$ cat src/rtl/core/cusbrd_pkg.sv
`default_nettype none
// ----------------------------------------------------------------------------
// cusbrd_pkg: shared types and constants of the CAN receive record decoder
// Holds the channel word types, the record and filter structs, register
// indexes and the status codes carried in status records.
// ----------------------------------------------------------------------------
package cusbrd_pkg;

  localparam int unsigned PAYLOAD_BYTES_DEF = 8;
  localparam int unsigned POS_W = 5;

  typedef struct packed {
    logic [7:0] rx_byte;
    logic       transfer_end;
  } in_word_t;

  typedef struct packed {
    logic        delivered;
    logic        is_extended;
    logic        is_remote;
    logic        is_status;
    logic [31:0] frame_id;
    logic [7:0]  length_code;
    logic [63:0] payload;
    logic [31:0] hw_timestamp;
    logic        warning_flag;
    logic        bus_off_flag;
    logic        bus_error_flag;
  } out_word_t;

  typedef struct packed {
    logic        is_extended;
    logic        is_remote;
    logic        is_status;
    logic [31:0] frame_id;
    logic [7:0]  length_code;
    logic [63:0] payload;
    logic [31:0] hw_timestamp;
  } record_t;

  typedef struct packed {
    logic drop_extended;
    logic drop_remote;
    logic drop_status;
  } filter_cfg_t;

  typedef enum logic [1:0] {
    CFG_DROP_EXTENDED = 2'd0,
    CFG_DROP_REMOTE   = 2'd1,
    CFG_DROP_STATUS   = 2'd2
  } cfg_index_t;

  localparam logic [7:0] ST_CLEAR_ALL  = 8'h00;
  localparam logic [7:0] ST_WARN_CLEAR = 8'h02;
  localparam logic [7:0] ST_WARN_SET   = 8'h03;
  localparam logic [7:0] ST_BUS_OFF    = 8'h04;
  localparam logic [7:0] ST_ERR_A      = 8'h20;
  localparam logic [7:0] ST_ERR_B      = 8'h21;
  localparam logic [7:0] ST_ERR_C      = 8'h23;
  localparam logic [7:0] ST_ERR_D      = 8'h24;
  localparam logic [7:0] ST_ERR_E      = 8'h25;
  localparam logic [7:0] ST_ERR_F      = 8'h27;

endpackage
`default_nettype wire

$ cat src/rtl/core/cusbrd_assembler.sv
`default_nettype none
// ----------------------------------------------------------------------------
// cusbrd_assembler: record assembly from the receive byte stream
// Tracks the byte position within a record, collects the fields in shift
// registers and presents the finished record on the word of its last byte.
// ----------------------------------------------------------------------------
module cusbrd_assembler #(
  parameter int unsigned PAYLOAD_BYTES = cusbrd_pkg::PAYLOAD_BYTES_DEF
) (
  input  wire logic                clk,
  input  wire logic                rst_n,
  input  wire logic                accept,
  input  wire cusbrd_pkg::in_word_t in_word,
  output logic                     rec_valid,
  output cusbrd_pkg::record_t      rec
);
  import cusbrd_pkg::*;

  localparam int unsigned REC_LEN = 10 + PAYLOAD_BYTES;
  localparam logic [POS_W-1:0] LAST_POS = POS_W'(REC_LEN - 1);
  localparam logic [POS_W-1:0] STAMP_POS = POS_W'(6 + PAYLOAD_BYTES);
  localparam logic [POS_W-1:0] LEN_POS = POS_W'(5);
  localparam int unsigned PAY_SHIFT = 8 * (8 - PAYLOAD_BYTES);

  logic [POS_W-1:0] pos_r, pos_nxt, pos;
  logic [2:0]       flags_r;
  logic [31:0]      id_r;
  logic [7:0]       len_r;
  logic [63:0]      pay_r;
  logic [23:0]      stamp_r;
  logic             last;

  assign pos  = (pos_r > LAST_POS) ? '0 : pos_r;
  assign last = (pos == LAST_POS);
  assign pos_nxt = (last || in_word.transfer_end) ? '0 : pos + POS_W'(1);

  always_ff @(posedge clk) begin
    if (!rst_n) begin
      pos_r <= '0;
    end else if (accept) begin
      pos_r <= pos_nxt;
    end
  end

  always_ff @(posedge clk) begin
    if (accept) begin
      if (pos == '0) begin
        flags_r <= in_word.rx_byte[2:0];
      end else if (pos < LEN_POS) begin
        id_r <= {id_r[23:0], in_word.rx_byte};
      end else if (pos == LEN_POS) begin
        len_r <= in_word.rx_byte;
      end else if (pos < STAMP_POS) begin
        pay_r <= {pay_r[55:0], in_word.rx_byte};
      end else if (!last) begin
        stamp_r <= {stamp_r[15:0], in_word.rx_byte};
      end
    end
  end

  assign rec_valid        = accept && last;
  assign rec.is_extended  = flags_r[0];
  assign rec.is_remote    = flags_r[1];
  assign rec.is_status    = flags_r[2];
  assign rec.frame_id     = id_r;
  assign rec.length_code  = len_r;
  assign rec.payload      = pay_r << PAY_SHIFT;
  assign rec.hw_timestamp = {stamp_r, in_word.rx_byte};

endmodule
`default_nettype wire

$ cat src/rtl/core/cusbrd_result.sv
`default_nettype none
// ----------------------------------------------------------------------------
// cusbrd_result: bus status tracking, delivery filter and result register
// Updates the sticky bus status from status records, applies the suppress
// rules and holds the finished result until the consumer takes it.
// ----------------------------------------------------------------------------
module cusbrd_result (
  input  wire logic                   clk,
  input  wire logic                   rst_n,
  input  wire logic                   rec_valid,
  input  wire cusbrd_pkg::record_t    rec,
  input  wire cusbrd_pkg::filter_cfg_t filt,
  input  wire logic                   out_ready,
  output logic                        out_valid,
  output cusbrd_pkg::out_word_t       out_word
);
  import cusbrd_pkg::*;

  logic [2:0] bus_r, bus_nxt, bus_upd;
  logic       out_valid_r;
  out_word_t  out_word_r;
  logic       keep;

  always_comb begin
    bus_upd = bus_r;
    case (rec.payload[63:56])
      ST_CLEAR_ALL:  bus_upd = 3'b000;
      ST_WARN_CLEAR: bus_upd = bus_r & 3'b110;
      ST_WARN_SET:   bus_upd = bus_r | 3'b001;
      ST_BUS_OFF:    bus_upd = bus_r | 3'b010;
      ST_ERR_A, ST_ERR_B, ST_ERR_C, ST_ERR_D, ST_ERR_E, ST_ERR_F:
                     bus_upd = bus_r | 3'b100;
      default:       bus_upd = bus_r;
    endcase
  end

  assign bus_nxt = (rec.is_status && (rec.length_code != 8'h00)) ? bus_upd : bus_r;

  assign keep = !((rec.is_extended && filt.drop_extended) ||
                  (rec.is_remote && filt.drop_remote) ||
                  (rec.is_status && filt.drop_status));

  always_ff @(posedge clk) begin
    if (!rst_n) begin
      bus_r       <= '0;
      out_valid_r <= 1'b0;
    end else if (rec_valid) begin
      bus_r       <= bus_nxt;
      out_valid_r <= 1'b1;
    end else if (out_ready) begin
      out_valid_r <= 1'b0;
    end
  end

  always_ff @(posedge clk) begin
    if (rec_valid) begin
      out_word_r.delivered      <= keep;
      out_word_r.is_extended    <= rec.is_extended;
      out_word_r.is_remote      <= rec.is_remote;
      out_word_r.is_status      <= rec.is_status;
      out_word_r.frame_id       <= rec.frame_id;
      out_word_r.length_code    <= rec.length_code;
      out_word_r.payload        <= rec.payload;
      out_word_r.hw_timestamp   <= rec.hw_timestamp;
      out_word_r.warning_flag   <= bus_nxt[0];
      out_word_r.bus_off_flag   <= bus_nxt[1];
      out_word_r.bus_error_flag <= bus_nxt[2];
    end
  end

  assign out_valid = out_valid_r;
  assign out_word  = out_word_r;

endmodule
`default_nettype wire

$ cat src/rtl/core/can_usb_rx_record_decoder_core.sv
`default_nettype none
// A result word is registered and appears in the cycle after the last byte of its record is accepted.
// Throughput: one byte per cycle; input stalls only while a result word is
// held in the output register and not taken in the same cycle.
// Reset (synchronous, active low) clears the byte position, the bus status,
// the result valid flag and sets the suppress registers to their defaults.
// ----------------------------------------------------------------------------
// can_usb_rx_record_decoder_core: CAN receive record decoder, top level
// Cuts the USB receive byte stream into fixed-size CAN records and delivers
// the decoded fields with the sticky bus status after each record.
// ----------------------------------------------------------------------------
module can_usb_rx_record_decoder_core #(
  parameter int unsigned PAYLOAD_BYTES = cusbrd_pkg::PAYLOAD_BYTES_DEF
) (
  input  wire logic                  clk,
  input  wire logic                  rst_n,
  input  wire logic                  in_valid,
  output logic                       in_ready,
  input  wire cusbrd_pkg::in_word_t  in_word,
  output logic                       out_valid,
  input  wire logic                  out_ready,
  output cusbrd_pkg::out_word_t      out_word,
  input  wire logic                  cfg_we,
  input  wire logic [1:0]            cfg_index,
  input  wire logic                  cfg_wdata
);
  import cusbrd_pkg::*;

  filter_cfg_t filt_r;
  record_t     rec;
  logic        rec_valid;
  logic        accept;

  assign in_ready = !out_valid || out_ready;
  assign accept   = in_valid && in_ready;

  always_ff @(posedge clk) begin
    if (!rst_n) begin
      filt_r.drop_extended <= 1'b0;
      filt_r.drop_remote   <= 1'b0;
      filt_r.drop_status   <= 1'b1;
    end else if (cfg_we) begin
      case (cfg_index)
        CFG_DROP_EXTENDED: filt_r.drop_extended <= cfg_wdata;
        CFG_DROP_REMOTE:   filt_r.drop_remote   <= cfg_wdata;
        CFG_DROP_STATUS:   filt_r.drop_status   <= cfg_wdata;
        default:           filt_r <= filt_r;
      endcase
    end
  end

  cusbrd_assembler #(
    .PAYLOAD_BYTES(PAYLOAD_BYTES)
  ) u_assembler (
    .clk      (clk),
    .rst_n    (rst_n),
    .accept   (accept),
    .in_word  (in_word),
    .rec_valid(rec_valid),
    .rec      (rec)
  );

  cusbrd_result u_result (
    .clk      (clk),
    .rst_n    (rst_n),
    .rec_valid(rec_valid),
    .rec      (rec),
    .filt     (filt_r),
    .out_ready(out_ready),
    .out_valid(out_valid),
    .out_word (out_word)
  );

endmodule
`default_nettype wire

$ cat config.mk
export PLATFORM = sky130hd
export DESIGN_NAME = can_usb_rx_record_decoder_core
export DESIGN_NICKNAME = d
export VERILOG_FILES = /design/src/rtl/core/cusbrd_pkg.sv /design/src/rtl/core/cusbrd_assembler.sv /design/src/rtl/core/cusbrd_result.sv /design/src/rtl/core/can_usb_rx_record_decoder_core.sv
export SDC_FILE = /design/constraint.sdc
export NUM_CORES = 1
export LEC_CHECK = 0
export BUFFER_PORTS_ARGS = -buffer_cell sky130_fd_sc_hd__buf_2
export CORE_MARGIN = 2
export CORE_UTILIZATION = 42
export CTS_BUF_LIST = sky130_fd_sc_hd__clkbuf_8 sky130_fd_sc_hd__clkbuf_16
export DETAILED_ROUTE_END_ITERATION = 10
export PLACE_DENSITY = 0.72
export SYNTH_ARGS = -nofsm -noshare
export SYNTH_HDL_FRONTEND = slang
export SYNTH_SLANG_ARGS = --single-unit
$ cat constraint.sdc
create_clock -name clk -period 10.99 [get_ports clk]
set_input_delay 0.5495 -clock clk [delete_from_list [all_inputs] [get_ports clk]]
set_output_delay 0.5495 -clock clk [all_outputs]
set_load 0.02 [all_outputs]
## Word level (Yosys, flattened, before mapping)

Index checks and enable logic that the tools add are counted.

- Flip-flop bits (word level): 286
- Bits of input ports: 17
- Output and inout port bits: 145
- Word-level logic and storage cells: 76

- Add/subtract/negate cells: 1
- Order comparisons: 3
- Eq/ne operators: 13
- Multiplexer cells: 6
- Bitwise gates (word level): 5
- Reductions and logical operators: 26

Operators with widths:

| operator | number |
|---|---|
| $eq A8 B6 Y1 const B | 6 |
| $eq A8 B2 Y1 const B | 2 |
| $pmux W3 S5 | 1 |
| $mux W5 | 2 |
| $eq A8 B3 Y1 const B | 1 |
| $logic_not A8 Y1 | 1 |
| $reduce_and A2 Y1 | 4 |
| $reduce_bool A8 Y1 | 1 |
| $logic_and A1 B1 Y1 | 6 |
| $reduce_and A6 Y1 | 1 |
| $reduce_or A6 Y1 | 1 |
| $add A5 B1 Y5 const B | 1 |
| $eq A5 B3 Y1 const B | 1 |
| $eq A5 B5 Y1 const B | 1 |
| $gt A5 B5 Y1 const B | 1 |
| $logic_not A5 Y1 | 1 |
| $lt A5 B3 Y1 const B | 1 |
| $lt A5 B4 Y1 const B | 1 |
| $not A1 Y1 | 5 |
| $reduce_and A5 Y1 | 1 |
| $logic_or A1 B1 Y1 | 4 |
| $reduce_and A4 Y1 | 1 |
| $mux W3 | 1 |
| $reduce_and A3 Y1 | 1 |
| 6 further kinds | 8 |

## Depth between registers and ports, before layout

- Word-level depth: 5
- Mapped depth: 9
- Depth with buffers taken out: 8

## Modules after synthesis

A second synthesis with hierarchy kept.

- Cell total of the unflattened synthesis: 389
- Area total of the unflattened synthesis: 9202.6 um^2

By module, submodules not included:

| module | times used | cells each | area each (um^2) |
|---|---|---|---|
| cusbrd_result | 1 | 177 | 4575.6 |
| cusbrd_assembler | 1 | 196 | 4469.3 |
| can_usb_rx_record_decoder_core | 1 | 16 | 157.7 |

## Least setup slack after synthesis

OpenSTA, ideal clock, no wires.

- Kind: input to register
- From: input port out_ready
- To: register u_assembler.pay_r[0], enable pin
- Setup time: 644 ps
- Data arrival time: 7457 ps
- Slack: 2889 ps
- Stages: 5
- Buffers on the path: 1
- Path through: and2b_1 > inv_1 > nand2_1 > clkbuf_1 > nor4_1

- Longest elaborated chain between the ends: 3

Ends and longest elaborated chain:

| what | line | RTL |
|---|---|---|
| start, declared | can_usb_rx_record_decoder_core.sv:21 | `input wire logic out_ready,` |
| $logic_or A1 B1 Y1 | can_usb_rx_record_decoder_core.sv:34 | `assign in_ready = !out_valid \|\| out_ready;` |
| via in_ready | can_usb_rx_record_decoder_core.sv:18 | `output logic in_ready,` |
| $logic_and A1 B1 Y1 | can_usb_rx_record_decoder_core.sv:35 | `assign accept = in_valid && in_ready;` |
| $reduce_and A5 Y1 (no source line) | n/a |  |
| end signal, assigned | cusbrd_assembler.sv:54 | `pay_r <= {pay_r[55:0], in_word.rx_byte};` |
| end, declared | cusbrd_assembler.sv:29 | `logic [63:0] pay_r;` |

The timed path passes the listed nets, and every way through them passes these cells.
A chain may end at the register's enable or synchronous reset.

## Final worst setup path

- From: register u_assembler.pos_r[3]
- To: register u_result.bus_r[0]

- Longest elaborated chain between the ends: 4

Ends and longest elaborated chain:

| what | line | RTL |
|---|---|---|
| start, declared | cusbrd_assembler.sv:25 | `logic [POS_W-1:0] pos_r, pos_nxt, pos;` |
| start signal, assigned | cusbrd_assembler.sv:41 | `pos_r <= pos_nxt;` |
| $gt A5 B5 Y1 | cusbrd_assembler.sv:33 | `assign pos = (pos_r > LAST_POS) ? '0 : pos_r;` |
| $mux W5 * | cusbrd_assembler.sv:33 |  |
| $eq A5 B5 Y1 * | cusbrd_assembler.sv:34 | `assign last = (pos == LAST_POS);` |
| $logic_and A1 B1 Y1 * | cusbrd_assembler.sv:61 | `assign rec_valid = accept && last;` |
| via rec_valid | can_usb_rx_record_decoder_core.sv:31 | `logic rec_valid;` |
| end signal, assigned | cusbrd_result.sv:48 | `bus_r <= bus_nxt;` |
| end, declared | cusbrd_result.sv:19 | `logic [2:0] bus_r, bus_nxt, bus_upd;` |

The timed path passes the listed nets; every way through them passes the cells marked *.

==> out/qor.csv <==
metric;value;unit
Synth Cell Area;9094;µm²
Max Cap Viol;0;
WP data arrival;3.74;ns
Cells after Synth;384;
Clock Power Share;42.1;%
Seq/Total Area, Yosys;93.12;%
Top-Level Pins;162;
gp weighted congestion;0.7389;
standard-cell rows;53;
Post-DRT Antenna Nets;0;
crit path capture type;flop;
Synth Register Bits;286;
register area;8468;µm²
clock root cell;clkbuf_16;
Internal Dissipation;1712;µW
Initial Utilization;42.99;%
Switching Share;17.87;%
Yosys warning count;0;
antenna violations before repair;0;
Hold Buf Count CTS;0;
Slew Viols, Final;0;
Fin Hold WS;0.2486;ns
Initial DRT Pass Iterations;6;
NetSw;372.5;µW
post-CTS sizing;0;
crit path kind;flop to flop;
first-pass GRT wire length;23860;µm
die width;151.1;µm
Num CTS Buffers;27;
die area;22840;µm²
ant diodes;0;
largest net degree at the start of global routing;86;
routed vias/inst;4.984;
period utilisation layout;30.24;%
Netlist cell types;39;
status;completed;
Clock Pin Slew Worst Setup and Hold Paths;0.06;ns
post-synthesis area per instance;23.68;µm²
syn_nets;404;
Iter 0 DRT Violations;312;
Final min period;3.323;ns
average wire per standard cell;18.72;µm
Clk Latency, worst-skew pair;0.52;ns
Multi-input gate area;590.6;µm²
setup repair bufs after CTS;0;
share of layout cells above drive strength 1;35.70;%
Worst Clk Skew;0.01320;ns
fmax;300.9;MHz
Comb pwr share;0.8;%
LEAKAGE;0.003900;µW
ys async rst share;0;%
Top delay family on crit path;buffers and inverters;
Fillers;1652;
H-Tree Depth;1;
worst slew pin tran;1.053;ns
WP data required;11.41;ns
slowest CP cell;buf_4;
CTS max path bufs;3;
synthesis-to-finish area growth;22.48;%
number of synthesized flops with an enable pin;274;
crit path cell chain;nor3_1, o21ai_0, inv_1, ha_1, nand2_1, nor3_4, buf_4, a41oi_1, a311oi_1;
WP buf/inv;2;
Cell Pwr Density;187.2;nW/µm²
clock sinks;286;
CTS tree;built;
total grt overflow;0;
final setup TNS;0;ns
final hold vios;0;
Critical Path Fanout Max;85;
final WL;16210;µm
Post-DP HPWL;10380;µm
fin nets;595;
most frequent cells in the layout;edfxtp_1, buf_2, clkbuf_16;
IO Port Bufs;161;
VDD IR max;110.2;µV
GRT Resource Usage Total;13.90;%
total power;2085;µW
CP startpoint kind;flop;
sequential power share;57.1;%
Residual DRC;0;
via count;4316;
vias in the first global route;4153;
Core ar.;21150;µm²
Relative slew margins;29.77;%
HP Class;input pin to flop;
most common cell after layout, fill and taps aside;edfxtp_1;
Vert. Die Dim;151.1;µm
final setup fails;0;
RSZ-0062 raised after global routing;false;
Top FF cell, synth;edfxtp_1;
CP max stage delay;0.84;ns
## final timing paths
kind                      startpoint  slack (ns)                     to  cells past startpoint
min                       in_word[0]        0.25   u_assembler.pos_r[3]                      2
min reg2reg  u_assembler.stamp_r[20]        0.41  u_result.out_word[31]                      0
max reg2reg     u_assembler.pos_r[3]        7.67      u_result.bus_r[0]                      9
max             u_assembler.pos_r[3]        7.67      u_result.bus_r[0]                      9
## metrics by stage
step / setup WS, ns / instance area (µm²) / util, % / cells
after floorplan: 2.889 / 9094 / - / 384
after global placement: 8.079 / 10280 / 48.60 / 821
after detailed placement: 7.762 / 10280 / 48.60 / 821
after CTS: 7.750 / 11140 / 52.65 / 866
after global routing: 7.359 / 11140 / 52.65 / 866
final: 7.667 / 11140 / 52.65 / 866
## synthesized netlist by cell type, types with 2 or more instances
cell type	count	area (µm²)
o41ai_1	2	17.52
dfxtp_1	12	240.2
nand2_1	12	45.04
ha_1	3	37.54
nand3b_1	2	15.01
or3_1	2	12.51
a21oi_1	7	35.03
nor4_1	4	25.02
a311oi_1	2	17.52
edfxtp_1	274	8228
nor4b_1	3	26.28
a31oi_1	3	18.77
nor3_1	4	20.02
nor2_1	11	41.29
o21ai_0	2	10.01
mux2i_1	4	40.04
a31o_2	2	17.52
clkbuf_1	4	15.01
inv_1	6	22.52
nand3_1	6	30.03
## worst register-to-register path, delay by kind of cell (launching register included)
| family | cells | cell delay [ns] |
|---|---|---|
| buffers and inverters | 2 | 0.99 |
| AO/OA/AOI/OAI | 3 | 0.78 |
| AND/OR/NAND/NOR | 3 | 0.76 |
| flip-flops | 1 | 0.45 |
| adder cells (fa/ha/maj) | 1 | 0.25 |
## power groups by stage
stage | clock (µW) | combinational, µW | sequential, µW
5_1_grt | 941 | 18.9 | 1190
2_1_floorplan | 0 | 7.44 | 1210
4_1_cts | 901 | 17.4 | 1190
6_report | 878 | 17.2 | 1190
3_3_place_gp | 0 | 16.0 | 1210
3_5_place_dp | 0 | 17.3 | 1210
## metal layers
layer / global-route usage, % / wire length [µm] / vias up
li1: - / - / 1919
met1: 18.25 / 6627 / 2166
met2: 23.11 / 8095 / 190
met3: 3.343 / 1172 / 41
met4: 4.393 / 318 / 0
met5: 0 / 0 / -
## logic make-up (layout without fill, tap and decap cells)
kind of cell / Yosys count / after routing / synth area share, %
multiplexers: 5 / 5 / 0.5641
AO/OA/AOI/OAI: 25 / 25 / 2.050
flip-flops: 286 / 286 / 93.12
buffers and inverters: 12 / 219 / 0.5778
adder cells (fa/ha/maj): 3 / 3 / 0.4128
AND/OR/NAND/NOR: 53 / 53 / 3.275
## area by class of cell
cell class,instances,share of cell area [%]
sequential,286,76.03
clock inverter,12,0.6965
multi-input combinational,86,5.302
clock buffer,33,7.010
timing repair buffer,167,7.639
inverter,7,0.2359
tap,275,3.089
## state kept, by name, summed over array words and instances, names as in the netlist
register / count
filt_r: 3
u_assembler.flags_r: 3
u_assembler.id_r: 32
u_assembler.len_r: 8
u_assembler.pay_r: 64
u_assembler.pos_r: 5
u_assembler.stamp_r: 24
u_result.bus_r: 3
u_result.out_valid: 1
u_result.out_word: 143
(Power assumes the default switching activity.)
